**src/sv/cdq_pkg.sv**
```systemverilog
package cdq_pkg;

    // Deque geometry
    localparam int DEPTH      = 8;
    localparam int DATA_WIDTH = 32;
    localparam int IDX_W      = (DEPTH > 1) ? $clog2(DEPTH) : 1;
    localparam int CNT_W      = $clog2(DEPTH + 1);

    // Fixed field widths
    localparam int ACT_W = 3;
    localparam int VAL_W = 32;
    localparam int STS_W = 2;
    localparam int OCC_W = 4;

    typedef logic [IDX_W-1:0]      t_idx;
    typedef logic [CNT_W-1:0]      t_cnt;
    typedef logic [DATA_WIDTH-1:0] t_word;

    typedef enum logic [ACT_W-1:0] {
        ACT_PUSH_FRONT = 3'd0,
        ACT_PUSH_REAR  = 3'd1,
        ACT_POP_FRONT  = 3'd2,
        ACT_POP_REAR   = 3'd3,
        ACT_PEEK_FRONT = 3'd4,
        ACT_PEEK_REAR  = 3'd5
    } t_action;

    typedef enum logic [STS_W-1:0] {
        STS_DONE  = 2'd0,
        STS_FULL  = 2'd1,
        STS_EMPTY = 2'd2
    } t_status;

    typedef enum logic {
        ST_IDLE,
        ST_RESULT
    } t_state;

    // Store port controls from the sequencer
    typedef struct packed {
        logic  wr_en;
        t_idx  wr_addr;
        logic  rd_en;
        t_idx  rd_addr;
    } t_store_ctl;

    // Circular index steps
    function automatic t_idx idx_up(input t_idx i);
        return (i == t_idx'(DEPTH - 1)) ? '0 : i + t_idx'(1);
    endfunction

    function automatic t_idx idx_down(input t_idx i);
        return (i == '0) ? t_idx'(DEPTH - 1) : i - t_idx'(1);
    endfunction

endpackage

```
**src/sv/cdq_if.sv**
```systemverilog
// Request channel
interface cdq_req_if;
    import cdq_pkg::*;
    logic             valid;
    logic             ready;
    logic [ACT_W-1:0] action;
    logic [VAL_W-1:0] push_value;

    modport source (output valid, output action, output push_value, input ready);
    modport sink   (input valid, input action, input push_value, output ready);
endinterface

// Result channel
interface cdq_res_if;
    import cdq_pkg::*;
    logic             valid;
    logic             ready;
    logic [VAL_W-1:0] read_value;
    logic [STS_W-1:0] status;
    logic [OCC_W-1:0] occupancy;

    modport source (output valid, output read_value, output status, output occupancy,
                    input ready);
    modport sink   (input valid, input read_value, input status, input occupancy,
                    output ready);
endinterface

```
**src/sv/cdq_store.sv**
```systemverilog
module cdq_store (
    input  logic                i_clk,
    input  cdq_pkg::t_store_ctl i_ctl,
    input  cdq_pkg::t_word      i_wr_data,
    output cdq_pkg::t_word      o_rd_data
);
    import cdq_pkg::*;

    t_word r_mem [DEPTH];
    t_word r_rd_data;

    // Single write port
    always_ff @(posedge i_clk) begin
        if (i_ctl.wr_en) begin
            r_mem[i_ctl.wr_addr] <= i_wr_data;
        end
    end

    // Registered read port
    always_ff @(posedge i_clk) begin
        if (i_ctl.rd_en) begin
            r_rd_data <= r_mem[i_ctl.rd_addr];
        end
    end

    assign o_rd_data = r_rd_data;

endmodule

```
**src/sv/circular_deque_top.sv**
```systemverilog
// Channel | Dir | Payload                              | Handshake
// i_req   | in  | action, push_value                   | valid/ready
// o_res   | out | read_value, status, occupancy        | valid/ready
//
// A request is accepted in the idle state, where indices and count are updated and
// the store write or read is issued; the result state then collects the store
// read data, since the read port of the entry store is registered.
// Reset clears indices, count, state and the result valid; entries stay unset.
// A result held in the output register does not block the next request;
// a stalled result only holds the sequencer in its result state.
module circular_deque_top (
    input  logic          i_clk,
    input  logic          i_rst_n,
    cdq_req_if.sink       i_req,
    cdq_res_if.source     o_res
);
    import cdq_pkg::*;

    t_state     r_state, n_state;
    t_idx       r_head, n_head;
    t_idx       r_tail, n_tail;
    t_cnt       r_count, n_count;
    t_status    r_status, n_status;
    logic       r_use_rd, n_use_rd;
    t_store_ctl s_ctl;
    t_word      s_wr_data;
    t_word      s_rd_data;

    logic             r_out_valid, n_out_valid;
    logic [VAL_W-1:0] r_read_value;
    t_status          r_out_status;
    logic [OCC_W-1:0] r_occ;

    logic             s_accept;
    logic             s_load;
    logic [63:0]      s_push_ext;
    logic [63:0]      s_rd_ext;

    assign s_accept   = i_req.valid && i_req.ready;
    assign s_load     = (r_state == ST_RESULT) && (!r_out_valid || o_res.ready);
    assign s_push_ext = 64'(i_req.push_value);
    assign s_wr_data  = s_push_ext[DATA_WIDTH-1:0];
    assign s_rd_ext   = 64'(s_rd_data);

    // Next state
    always_comb begin
        n_state = r_state;
        unique case (r_state)
            ST_IDLE:   if (s_accept) n_state = ST_RESULT;
            ST_RESULT: if (s_load)   n_state = ST_IDLE;
        endcase
    end

    // State outputs
    always_comb begin
        i_req.ready = (r_state == ST_IDLE);
    end

    // Request decode: index, count and store control
    always_comb begin
        n_head   = r_head;
        n_tail   = r_tail;
        n_count  = r_count;
        n_status = r_status;
        n_use_rd = r_use_rd;
        s_ctl    = '0;
        if (s_accept) begin
            n_status = STS_DONE;
            n_use_rd = 1'b0;
            unique case (i_req.action)
                ACT_PUSH_FRONT, ACT_PUSH_REAR: begin
                    if (r_count == t_cnt'(DEPTH)) begin
                        n_status = STS_FULL;
                    end else begin
                        s_ctl.wr_en = 1'b1;
                        if (r_count == '0) begin
                            n_head        = '0;
                            n_tail        = '0;
                            s_ctl.wr_addr = '0;
                        end else if (i_req.action == ACT_PUSH_FRONT) begin
                            n_head        = idx_down(r_head);
                            s_ctl.wr_addr = n_head;
                        end else begin
                            n_tail        = idx_up(r_tail);
                            s_ctl.wr_addr = n_tail;
                        end
                        n_count = r_count + t_cnt'(1);
                    end
                end
                ACT_POP_FRONT, ACT_POP_REAR, ACT_PEEK_FRONT, ACT_PEEK_REAR: begin
                    if (r_count == '0) begin
                        n_status = STS_EMPTY;
                    end else begin
                        n_use_rd      = 1'b1;
                        s_ctl.rd_en   = 1'b1;
                        s_ctl.rd_addr = (i_req.action == ACT_POP_FRONT ||
                                         i_req.action == ACT_PEEK_FRONT) ? r_head : r_tail;
                        if (i_req.action == ACT_POP_FRONT ||
                            i_req.action == ACT_POP_REAR) begin
                            if (r_count == t_cnt'(1)) begin
                                n_head = '0;
                                n_tail = '0;
                            end else if (i_req.action == ACT_POP_FRONT) begin
                                n_head = idx_up(r_head);
                            end else begin
                                n_tail = idx_down(r_tail);
                            end
                            n_count = r_count - t_cnt'(1);
                        end
                    end
                end
                default: ;  // unused action codes leave indices, count and store alone
            endcase
        end
    end

    // Output register fill and drain
    always_comb begin
        n_out_valid = r_out_valid;
        if (s_load) begin
            n_out_valid = 1'b1;
        end else if (o_res.ready) begin
            n_out_valid = 1'b0;
        end
    end

    // Control registers
    always_ff @(posedge i_clk) begin
        if (!i_rst_n) begin
            r_state     <= ST_IDLE;
            r_head      <= '0;
            r_tail      <= '0;
            r_count     <= '0;
            r_out_valid <= 1'b0;
        end else begin
            r_state     <= n_state;
            r_head      <= n_head;
            r_tail      <= n_tail;
            r_count     <= n_count;
            r_out_valid <= n_out_valid;
        end
    end

    // Request and result payload
    always_ff @(posedge i_clk) begin
        r_status <= n_status;
        r_use_rd <= n_use_rd;
        if (s_load) begin
            r_read_value <= r_use_rd ? s_rd_ext[VAL_W-1:0] : '0;
            r_out_status <= r_status;
            r_occ        <= OCC_W'(r_count);
        end
    end

    cdq_store u_store (
        .i_clk     (i_clk),
        .i_ctl     (s_ctl),
        .i_wr_data (s_wr_data),
        .o_rd_data (s_rd_data)
    );

    assign o_res.valid      = r_out_valid;
    assign o_res.read_value = r_read_value;
    assign o_res.status     = r_out_status;
    assign o_res.occupancy  = r_occ;

endmodule

```
**src/flat_wrapper.sv**
```systemverilog
// flat-port wrapper written by rule: the top's interface ports become plain ports
module circular_deque_top_flat import cdq_pkg::*;
  (i_clk, i_rst_n, i_req_valid, i_req_action, i_req_push_value, i_req_ready, o_res_valid, o_res_read_value, o_res_status, o_res_occupancy, o_res_ready);
  cdq_req_if i_req_i ();
  cdq_res_if o_res_i ();
  input  logic i_clk;
  input  logic i_rst_n;
  input wire logic [$bits(i_req_i.valid)-1:0] i_req_valid;
  input wire logic [$bits(i_req_i.action)-1:0] i_req_action;
  input wire logic [$bits(i_req_i.push_value)-1:0] i_req_push_value;
  output wire logic [$bits(i_req_i.ready)-1:0] i_req_ready;
  output wire logic [$bits(o_res_i.valid)-1:0] o_res_valid;
  output wire logic [$bits(o_res_i.read_value)-1:0] o_res_read_value;
  output wire logic [$bits(o_res_i.status)-1:0] o_res_status;
  output wire logic [$bits(o_res_i.occupancy)-1:0] o_res_occupancy;
  input wire logic [$bits(o_res_i.ready)-1:0] o_res_ready;
  assign i_req_i.valid = i_req_valid;
  assign i_req_i.action = i_req_action;
  assign i_req_i.push_value = i_req_push_value;
  assign i_req_ready = i_req_i.ready;
  assign o_res_valid = o_res_i.valid;
  assign o_res_read_value = o_res_i.read_value;
  assign o_res_status = o_res_i.status;
  assign o_res_occupancy = o_res_i.occupancy;
  assign o_res_i.ready = o_res_ready;
  circular_deque_top u_core (.i_clk(i_clk), .i_rst_n(i_rst_n), .i_req(i_req_i), .o_res(o_res_i));
endmodule
```
**config.mk**
```make
export PLATFORM = sky130hd
export DESIGN_NAME = circular_deque_top_flat
export DESIGN_NICKNAME = d
export VERILOG_FILES = /design/src/sv/cdq_pkg.sv /design/src/sv/cdq_if.sv /design/src/sv/cdq_store.sv /design/src/sv/circular_deque_top.sv /design/src/flat_wrapper.sv
export SDC_FILE = /design/constraint.sdc
export NUM_CORES = 1
export LEC_CHECK = 0
export BUFFER_PORTS_ARGS = -buffer_cell sky130_fd_sc_hd__buf_2
export CORE_ASPECT_RATIO = 0.5
export CORE_MARGIN = 2
export CORE_UTILIZATION = 59
export CTS_BUF_LIST = sky130_fd_sc_hd__clkbuf_8
export CTS_CLUSTER_DIAMETER = 30
export DETAILED_ROUTE_END_ITERATION = 6
export PLACE_DENSITY_LB_ADDON = 0.1
export REMOVE_ABC_BUFFERS = 1
export SLEW_MARGIN = 30
export SYNTH_ARGS = -nofsm -noshare
export SYNTH_HDL_FRONTEND = slang
export SYNTH_SLANG_ARGS = --single-unit
```
**constraint.sdc**
```tcl
create_clock -name i_clk -period 11.7 [get_ports i_clk]
set_clock_uncertainty 0.05 [all_clocks]
set_input_delay 0.585 -clock i_clk [delete_from_list [all_inputs] [get_ports i_clk]]
set_output_delay 0.585 -clock i_clk [all_outputs]
set_load 0.005 [all_outputs]
```
* Word level (Yosys, flattened, before mapping)
Memory sizes are Yosys's and may differ from the RTL's. A register that Yosys moved wholly into a read port is not among the register bits.
Cells that the tools add are included.
** Storage, ports and cells
- Register bits after elaboration :: 53
- Latch bits :: 0
- RAM bits :: 256
- Bits in read-only memories :: 0
- Input bits :: 39
- Logic and storage cells :: 94
- Memories :: 1
** Operators by class
- $add $sub $neg :: 6
- $mul :: 0
- Div/mod/pow operators :: 0
- Order comparisons :: 0
- Eq/ne operators :: 16
- Shifts and indexed selects :: 0
- Multiplexer cells :: 43
- Bitwise gates (word level) :: 1
- Reductions and logical operators :: 17
** Memory list
- u_core.u_store.r_mem :: words 8, bits a word 32, rd ports 1, clocked after Yosys merged registers in 1, write ports 1, RTL line cdq_store.sv:9 : t_word r_mem [DEPTH];
** Operators with widths (count)
- 3-bit two-way mux :: 21
- 4-bit two-way mux :: 7
- 7-bit AND reduction :: 2
- 3-bit == test (second input constant) :: 4
- 3-bit one-hot mux with 2 select lines :: 2
- 3-bit zero test :: 3
- 1-bit two-way mux :: 8
- 8-bit two-way mux :: 1
- 4-bit one-hot mux with 2 select lines :: 1
- 3-bit by 1-bit adder with 3-bit output (second input constant) :: 2
- 3-bit by 2-bit == test with 1-bit output (second input constant) :: 2
- 3-bit by 1-bit inequality test with 1-bit output (second input constant) :: 2
- 3-bit by 1-bit subtractor with 3-bit output (second input constant) :: 2
- 5-bit AND reduction :: 1
- 4-bit by 1-bit adder with 4-bit output (second input constant) :: 1
- 4-bit by 1-bit == test with 1-bit output (second input constant) :: 1
- 4-bit == test (second input constant) :: 1
- 4-bit zero test :: 1
- 2-bit inequality test (second input constant) :: 2
- 2-bit one-hot mux with 2 select lines :: 1
- 2-bit nonzero test :: 2
- 4-bit OR reduction :: 1
- 4-bit by 1-bit subtractor with 4-bit output (second input constant) :: 1
- 3-bit by 1-bit == test with 1-bit output (second input constant) :: 1
- 10 further kinds :: 13

* Logic depth before layout (Yosys ltp)
Gate-level depths: netlist of run 1.
- Depth in word-level cells :: 9
- Gate-level depth with buffers :: 9
- Gate-level depth less buffers :: 7

* Hierarchy
From an unflattened synthesis of run 1, not the netlist that was laid out.
** Second synthesis, totals
- Cell total of the unflattened synthesis :: 630
- Area total of the unflattened synthesis :: 13325.3 µm²
** Modules (own cells, without submodules)
- cdq_store :: instances 1, cells each 415, area an instance 10786.6 µm², sequential area each 8648.3 µm²
- circular_deque_top :: instances 1, cells each 215, area an instance 2538.7 µm², sequential area each 1471.4 µm²

* Worst setup path after synthesis of run 1
Ideal clock, no wire load.
- Kind :: input -> register
- Start :: input i_req_action[2]
- End :: memory u_core.u_store.r_mem[0][0] (netlist bit), enable pin
- Arrival time :: 5.057 ns
- Required time :: 11.137 ns
- Slack :: 6.081 ns
- Stages :: 5
- Buffers on the path :: 1
- Path through :: buf_4 nor3_1 mux2i_1 nor2_1 nor4b_1
** On the way
- Cells in the longest elaborated chain, start to end :: 6
- Elaborated cells between the ends (all ways) :: 10
** Ends and longest elaborated chain
- start, declared :: RTL line flat_wrapper.sv:9 : input wire logic [$bits(i_req_i.action)-1:0] i_req_action;
- 3-bit by 1-bit == test with 1-bit output / 3-bit zero test (equally long branches) :: RTL line circular_deque_top.sv:70, circular_deque_top.sv:80
- 2-bit OR reduction / 3-bit two-way mux (equally long branches) :: RTL line circular_deque_top.sv:70, circular_deque_top.sv:80
- 4-bit two-way mux (*) :: RTL line circular_deque_top.sv:70 : unique case (i_req.action)
- 8-bit two-way mux (*) :: RTL line circular_deque_top.sv:67 : if (s_accept) begin
- 1-bit two-way mux / 4-bit two-way mux (equally long branches) :: RTL line cdq_store.sv:14, circular_deque_top.sv:70
- 1-bit two-way mux (not written as such) / 8-bit two-way mux (equally long branches) :: RTL line cdq_store.sv:15, circular_deque_top.sv:67
- end, declared :: RTL line cdq_store.sv:9
Mark *: on every way between the ends. The rest lies on a longest branch, timed or not.

==> results of run 1 <==
synthesized netlist by cell type, types with 4 or more instances:
cell      count  area (µm²)
mux2i_1       4        40.0
inv_1        11        41.3
and2_1       34         213
a21oi_1      12        60.1
o21ai_0      58         290
nand4_1      36         225
mux2_2       33         372
nand3_1       8        40.0
edfxtp_1    329        9880
buf_2        12        60.1
ha_1         11         138
nand2_1      40         150
and3_1       62         388
a22oi_1      31         233
nor2_1       25        93.8
o21ai_1       9        45.0
buf_4         4        30.0
a21boi_0     62         465
dfxtp_1      12         240
clkbuf_1     38         143
xnor2_1       4        35.0
stage by stage:
stage	power [mW]	util	instance area (µm²)
2_1_floorplan	1.47	-	13400
3_3_place_gp	1.52	0.631	14400
3_5_place_dp	1.53	0.632	14400
4_1_cts	2.36	0.670	15300
5_1_grt	2.43	0.670	15300
6_report	2.35	0.670	15300
routing by layer:
metal | up-vias | share of wire | track usage
li1 | 3637 | - | -
met1 | 3924 | 0.47 | 0.357
met2 | 254 | 0.45 | 0.365
met3 | 48 | 0.062 | 0.0497
met4 | 0 | 0.022 | 0.0766
met5 | - | 0 | 0
final timing paths:
check                          start                           end  slack, ns  cells after the start
hold reg to reg   u_core.r_status[1]        u_core.o_res.status[1]       0.37                      0
setup / recovery   u_core.r_count[0]  u_core.u_store.o_rd_data[20]       8.15                      9
setup reg to reg   u_core.r_count[0]  u_core.u_store.o_rd_data[20]       8.15                      9
hold / removal               i_rst_n                u_core.r_state       0.21                      3
sequential cells by signal, summed over array words and instances (netlist names):
| name | count |
|---|---|
| u_core.r_use_rd | 1 |
| u_core.r_head | 3 |
| u_core.r_tail | 3 |
| u_core.r_count | 4 |
| u_core.o_res.read_value | 32 |
| u_core.u_store.o_rd_data | 32 |
| u_core.u_store.r_mem | 256 |
| u_core.o_res.status | 2 |
| u_core.o_res.valid | 1 |
| u_core.o_res.occupancy | 4 |
| u_core.r_state | 1 |
| u_core.r_status | 2 |
cells by family after synthesis:
kind of cell               synth area share
buffers and inverters                0.0209
adders and majority gates            0.0101
AOI/OAI and AO/OA                    0.0967
xor gates and xnor gates            0.00586
and+or+nand+nor                      0.0959
DFF                                   0.740
muxes                                0.0301
power breakdown:
group	leakage, nW	switching, mW	internal [mW]
logic	1.60	0.0840	0.0443
registers	3.09	0.00921	1.37
clock network	0.499	0.442	0.400
total	5.19	0.536	1.81
layout make-up:
cell class | instances | area (µm²)
sequential | 341 | 10100
fill | 1613 | 7510
multi-input combinational | 484 | 3350
clock buffer | 50 | 688
timing repair buffer | 93 | 519
tap | 307 | 384
clock inverter | 38 | 173
inverter | 11 | 41.3
tightest hold or removal path: cells and delay by family:
family	cells	cell delay, ns
compound gates	1	0.06
buf+inv	1	0.10
simple gates	1	0.04
==> flow_summary.toml, run 1 <==
[route]
route.vias.total = 7863
routedWlPerCell_um = 21.8
vias_per_cell = 5.94
first_iter_violations = 708
drt_pass1_iterations = 5
drt_wl_total_mm = 28.8
route.detailed.drc = 0
final_antenna_net_count = 0

[setup_path]
critPathArrivalTime_ns = 3.93
path_class = "flip-flop to flip-flop"
critPathSlowestCell = "a21boi_2"
cp_data_required_time_ns = 12.08
crit_top_cell = "buf_4"
cp-end-kind = "flip-flop"
path_cells = "inv_1 > ha_1 > nor3b_2 > nor3_4 > buf_4 > a21boi_2 > buf_4 > a22oi_1 > nand4_1"
cp_max_fo = 38
cp_top_family = "buffers and inverters"
start_kind = "flip-flop"
worst-path-buf-inv = 3
slowest_delay_ns = 0.83

[layout]
drive_above_1_share = 0.207
area_delta_synth_final_pct = 11.8
final_common_cell = "edfxtp_1"
final_cell_mix = "329 x edfxtp_1, 78 x buf_2, 62 x a21boi_0, 61 x and3_1, 58 x o21ai_0"
diodes = 0
finalNonFillerCells = 1324
nNetsFinal = 1028

[timing]
min_period_ns = 3.55
tightest_slew_ns = 0.933
fin_ws_ns = 8.15
setup_violations = 0
slew_violations = 0
whs_ns = 0.210
rsz0062_at_grt = "no"
max_slew_margin = 0.374
timing.fmax_mhz = 282
period_share = 0.303
finalSetupTns_ns = 0
hold_viol = 0

[floorplanning]
die_h_um = 112
core-area_mm2 = 0.0228
row_count = 39
die_width_um = 219
die_area_mm2 = 0.0245
start_util = 0.600
ios = 79

[power]
ir_worst_vdd_mv = 0.0925
p_leak_nw = 5.19
powerDensity_mw_per_mm2 = 154

[clock_tree]
clkSlewWorstSetupHoldPaths_ns = 0.07
htreeDepth = 2
cts-root-buf = "clkbuf_8"
clock_sinks = 341
clock_path_buffers = 3
post_cts_buffers = 0
cts_inserted_buffers = 47
tritoncts = "done"
worstSkewPairLatency_ns = 0.58
cts-resized-gates = 0
ctsHoldBuffers = 0

[grt]
grt_max_degree = 126
antenna_found_initial = 1
grt_usage = 0.241
grt_pass1_vias = 7636
grt_first_pass_wirelength_mm = 43.8
overflow = 0

[synthesis]
syn_inst = 891
syn_area_mm2 = 0.0137
syn_area_per_cell_um2 = 15.3
ys_seq_area_frac = 0.740
synth.distinct_cells = 56
synthArstFlopShare = 0
ys_seq_elements = 341
synth_warnings = 0
ys.flop_type = "edfxtp_1"
synth-edff-count = 329

[placed_design]
dp_slack_ns = 8.04
portBuffers = 78
dp_cells = 1236
gp_routability_congestion = 0.860
dp_hpwl_mm = 14.7

[outcome]
status = "finished clean"

[flow_run]
drv_cap = 0

[worst_hold_path]
hold_path_class = "input port to flip-flop"
Power figures use the tool's default switching activity.
==> run 2: changes to the inputs <==
--- a/config.mk
+++ b/config.mk
@@ -8,7 +8,7 @@
 export BUFFER_PORTS_ARGS = -buffer_cell sky130_fd_sc_hd__buf_2
 export CORE_ASPECT_RATIO = 0.5
 export CORE_MARGIN = 2
-export CORE_UTILIZATION = 59
+export CORE_UTILIZATION = 57
 export CTS_BUF_LIST = sky130_fd_sc_hd__clkbuf_8
 export CTS_CLUSTER_DIAMETER = 30
 export DETAILED_ROUTE_END_ITERATION = 6
==> constraint.sdc (replaced) <==
create_clock -name i_clk -period 2.9 [get_ports i_clk]
set_clock_uncertainty 0.05 [all_clocks]
set_input_delay 0.145 -clock i_clk [delete_from_list [all_inputs] [get_ports i_clk]]
set_output_delay 0.145 -clock i_clk [all_outputs]
set_load 0.005 [all_outputs]
==> run 2 against run 1 <==
Against the previous run:
- sequential power rose to 4.1 times the previous value
- clock power rose to 4.0 times the previous value
- first-iteration DRC count is 29% higher
==> flow_summary.toml, run 2 (synthesized netlist as in run 1, its figures left out) <==
[setup_path]
cp_max_fo = 17
cp-end-kind = "flip-flop"
critPathSlowestCell = "a21boi_4"
r2r_slack_ns = 0.19
critPathArrivalTime_ns = 3.09
cp_data_required_time_ns = 3.27
slowest_delay_ns = 0.63
start_kind = "flip-flop"
reg2reg_depth = 8
path_cells = "inv_1 > ha_1 > nor3b_2 > nor3_4 > a21boi_4 > buf_4 > a22oi_1 > nand4_1"
path_class = "flip-flop to flip-flop"

[layout]
drive_above_1_share = 0.212
top_register = "u_core.u_store.r_mem"
final_util = 0.688
final_cell_mix = "329 x edfxtp_1, 78 x buf_2, 62 x a21boi_0, 61 x and3_1, 58 x o21ai_0"
nNetsFinal = 1086
nFillCells = 1576
diodes = 0
finalNonFillerCells = 1372
final_common_cell = "edfxtp_1"
largest_register_ffs = 256
area_delta_synth_final_pct = 16.6

[route]
route.vias.total = 8091
top_layer = "met4"
routed-wl-met3_mm = 2.09
wl_met1_mm = 13.7
first_iter_violations = 910
vias_per_cell = 5.90
drt_pass1_iterations = 5
dr_wl_met2_mm = 13.7
routedWlPerCell_um = 21.8
drt_wl_total_mm = 29.9
final_antenna_net_count = 0
route.detailed.drc = 0

[power]
p_comb_frac = 0.062
p_seq_frac = 0.584
swShare = 0.224
p_clk_frac = 0.354
power.internal_mw = 7.38
ir_worst_vdd_mv = 0.388
p_switching_mw = 2.13
powerDensity_mw_per_mm2 = 596
p_leak_nw = 5.47

[timing]
min_period_ns = 2.71
timing.fmax_mhz = 368
slew_violations = 0
tightest_slew_ns = 0.885
fin_ws_ns = 0.186
period_share = 0.936
setup_violations = 0
hold_viol = 0
max_slew_margin = 0.409
rsz0062_at_grt = "no"

[floorplanning]
start_util = 0.590
core-area_mm2 = 0.0232
ios = 79
die_h_um = 113
die_width_um = 223
die_area_mm2 = 0.0253
row_count = 39

[clock_tree]
worstSkewPairLatency_ns = 0.57
cts-root-buf = "clkbuf_8"
cts_inserted_buffers = 48
tritoncts = "done"
post_cts_buffers = 0
clkSlewWorstSetupHoldPaths_ns = 0.06
htreeDepth = 2
clock_path_buffers = 3
clock_sinks = 341

[grt]
grt_max_degree = 61
grt_pass1_vias = 8081
antenna_found_initial = 0
grt_usage = 0.242
overflow = 0
grt_first_pass_wirelength_mm = 46.1

[placed_design]
dp_cells = 1256
portBuffers = 78
gp_routability_congestion = 0.873
dp_slack_ns = -0.0229
dp_hpwl_mm = 16.4

[flow_run]
drv_cap = 0

[worst_hold_path]
hold_path_class = "input port to flip-flop"
hold_depth = 3

[outcome]
status = "finished clean"
[run 2: cell count changes in the layout (fill, tap and decap cells not counted), sizes merged]
cell,change
dlygate4sd3,+37
buf,+20
clkinv,-11
clkbuf,-2
inv,+2
bufinv,+1
clkinvlp,+1
[run 2: per-stage QoR]
| step | cell area [µm²] | hold WS (ns) | setup TNS [ns] | total power, mW |
|---|---|---|---|---|
| 2_1_floorplan | 13400 | 0.194 | -335.39 | 5.94 |
| 3_3_place_gp | 14700 | 0.358 | 0 | 6.18 |
| 3_5_place_dp | 14700 | 0.364 | -0.0581 | 6.20 |
| 4_1_cts | 15900 | 0.0639 | 0 | 9.57 |
| 5_1_grt | 15900 | 0.0799 | 0 | 9.87 |
| 6_report | 15900 | 0.0845 | 0 | 9.51 |
[run 2: power groups by stage]
stage               Clock [mW]  Combinational [mW]  Sequential [mW]
floorplan                    0               0.277             5.66
global placement             0               0.528             5.65
detailed placement           0               0.545             5.65
CTS                       3.44               0.588             5.55
global route              3.66               0.654             5.55
finish                    3.36               0.593             5.55
[run 2: final timing paths]
kind | end | from
max | u_core.u_store.o_rd_data[29] | u_core.r_count[0]
min | u_core.r_use_rd | i_req_valid
max reg2reg | u_core.u_store.o_rd_data[29] | u_core.r_count[0]
min reg2reg | u_core.o_res.status[0] | u_core.r_status[0]
[run 2: area by class of cell]
| cell class | instances | area, µm² | share of cell area |
|---|---|---|---|
| clock buffers | 48 | 661 | 0.0415 |
| clock inverters | 31 | 168 | 0.0105 |
| well taps | 307 | 384 | 0.0241 |
| flip-flops and latches | 341 | 10100 | 0.635 |
| inverters | 11 | 41.3 | 0.00259 |
| multi-input cells | 484 | 3340 | 0.210 |
| repair buffers | 150 | 1220 | 0.0768 |
[run 2: critical path, delay by kind of cell (launching register included)]
| kind | cells | cell delay, ns |
|---|---|---|
| flip-flops | 1 | 0.42 |
| adder cells (fa/ha/maj) | 1 | 0.25 |
| AO/OA/AOI/OAI | 2 | 0.76 |
| buffers and inverters | 2 | 0.51 |
| AND/OR/NAND/NOR | 3 | 0.59 |
[run 2: repair_timing]
action | CTS | global route
endpoints found under the hold margin | 267 | 0
hold buffers | 37 | 0
resized for setup | 1 | 4
endpoints found under the setup margin | 2 | 40
[run 2: per-layer routing]
metal / GRT usage / vias up
met5: 0 / -
met4: 0.0595 / 0
met3: 0.0505 / 40
met2: 0.381 / 318
met1: 0.352 / 3989
li1: - / 3744
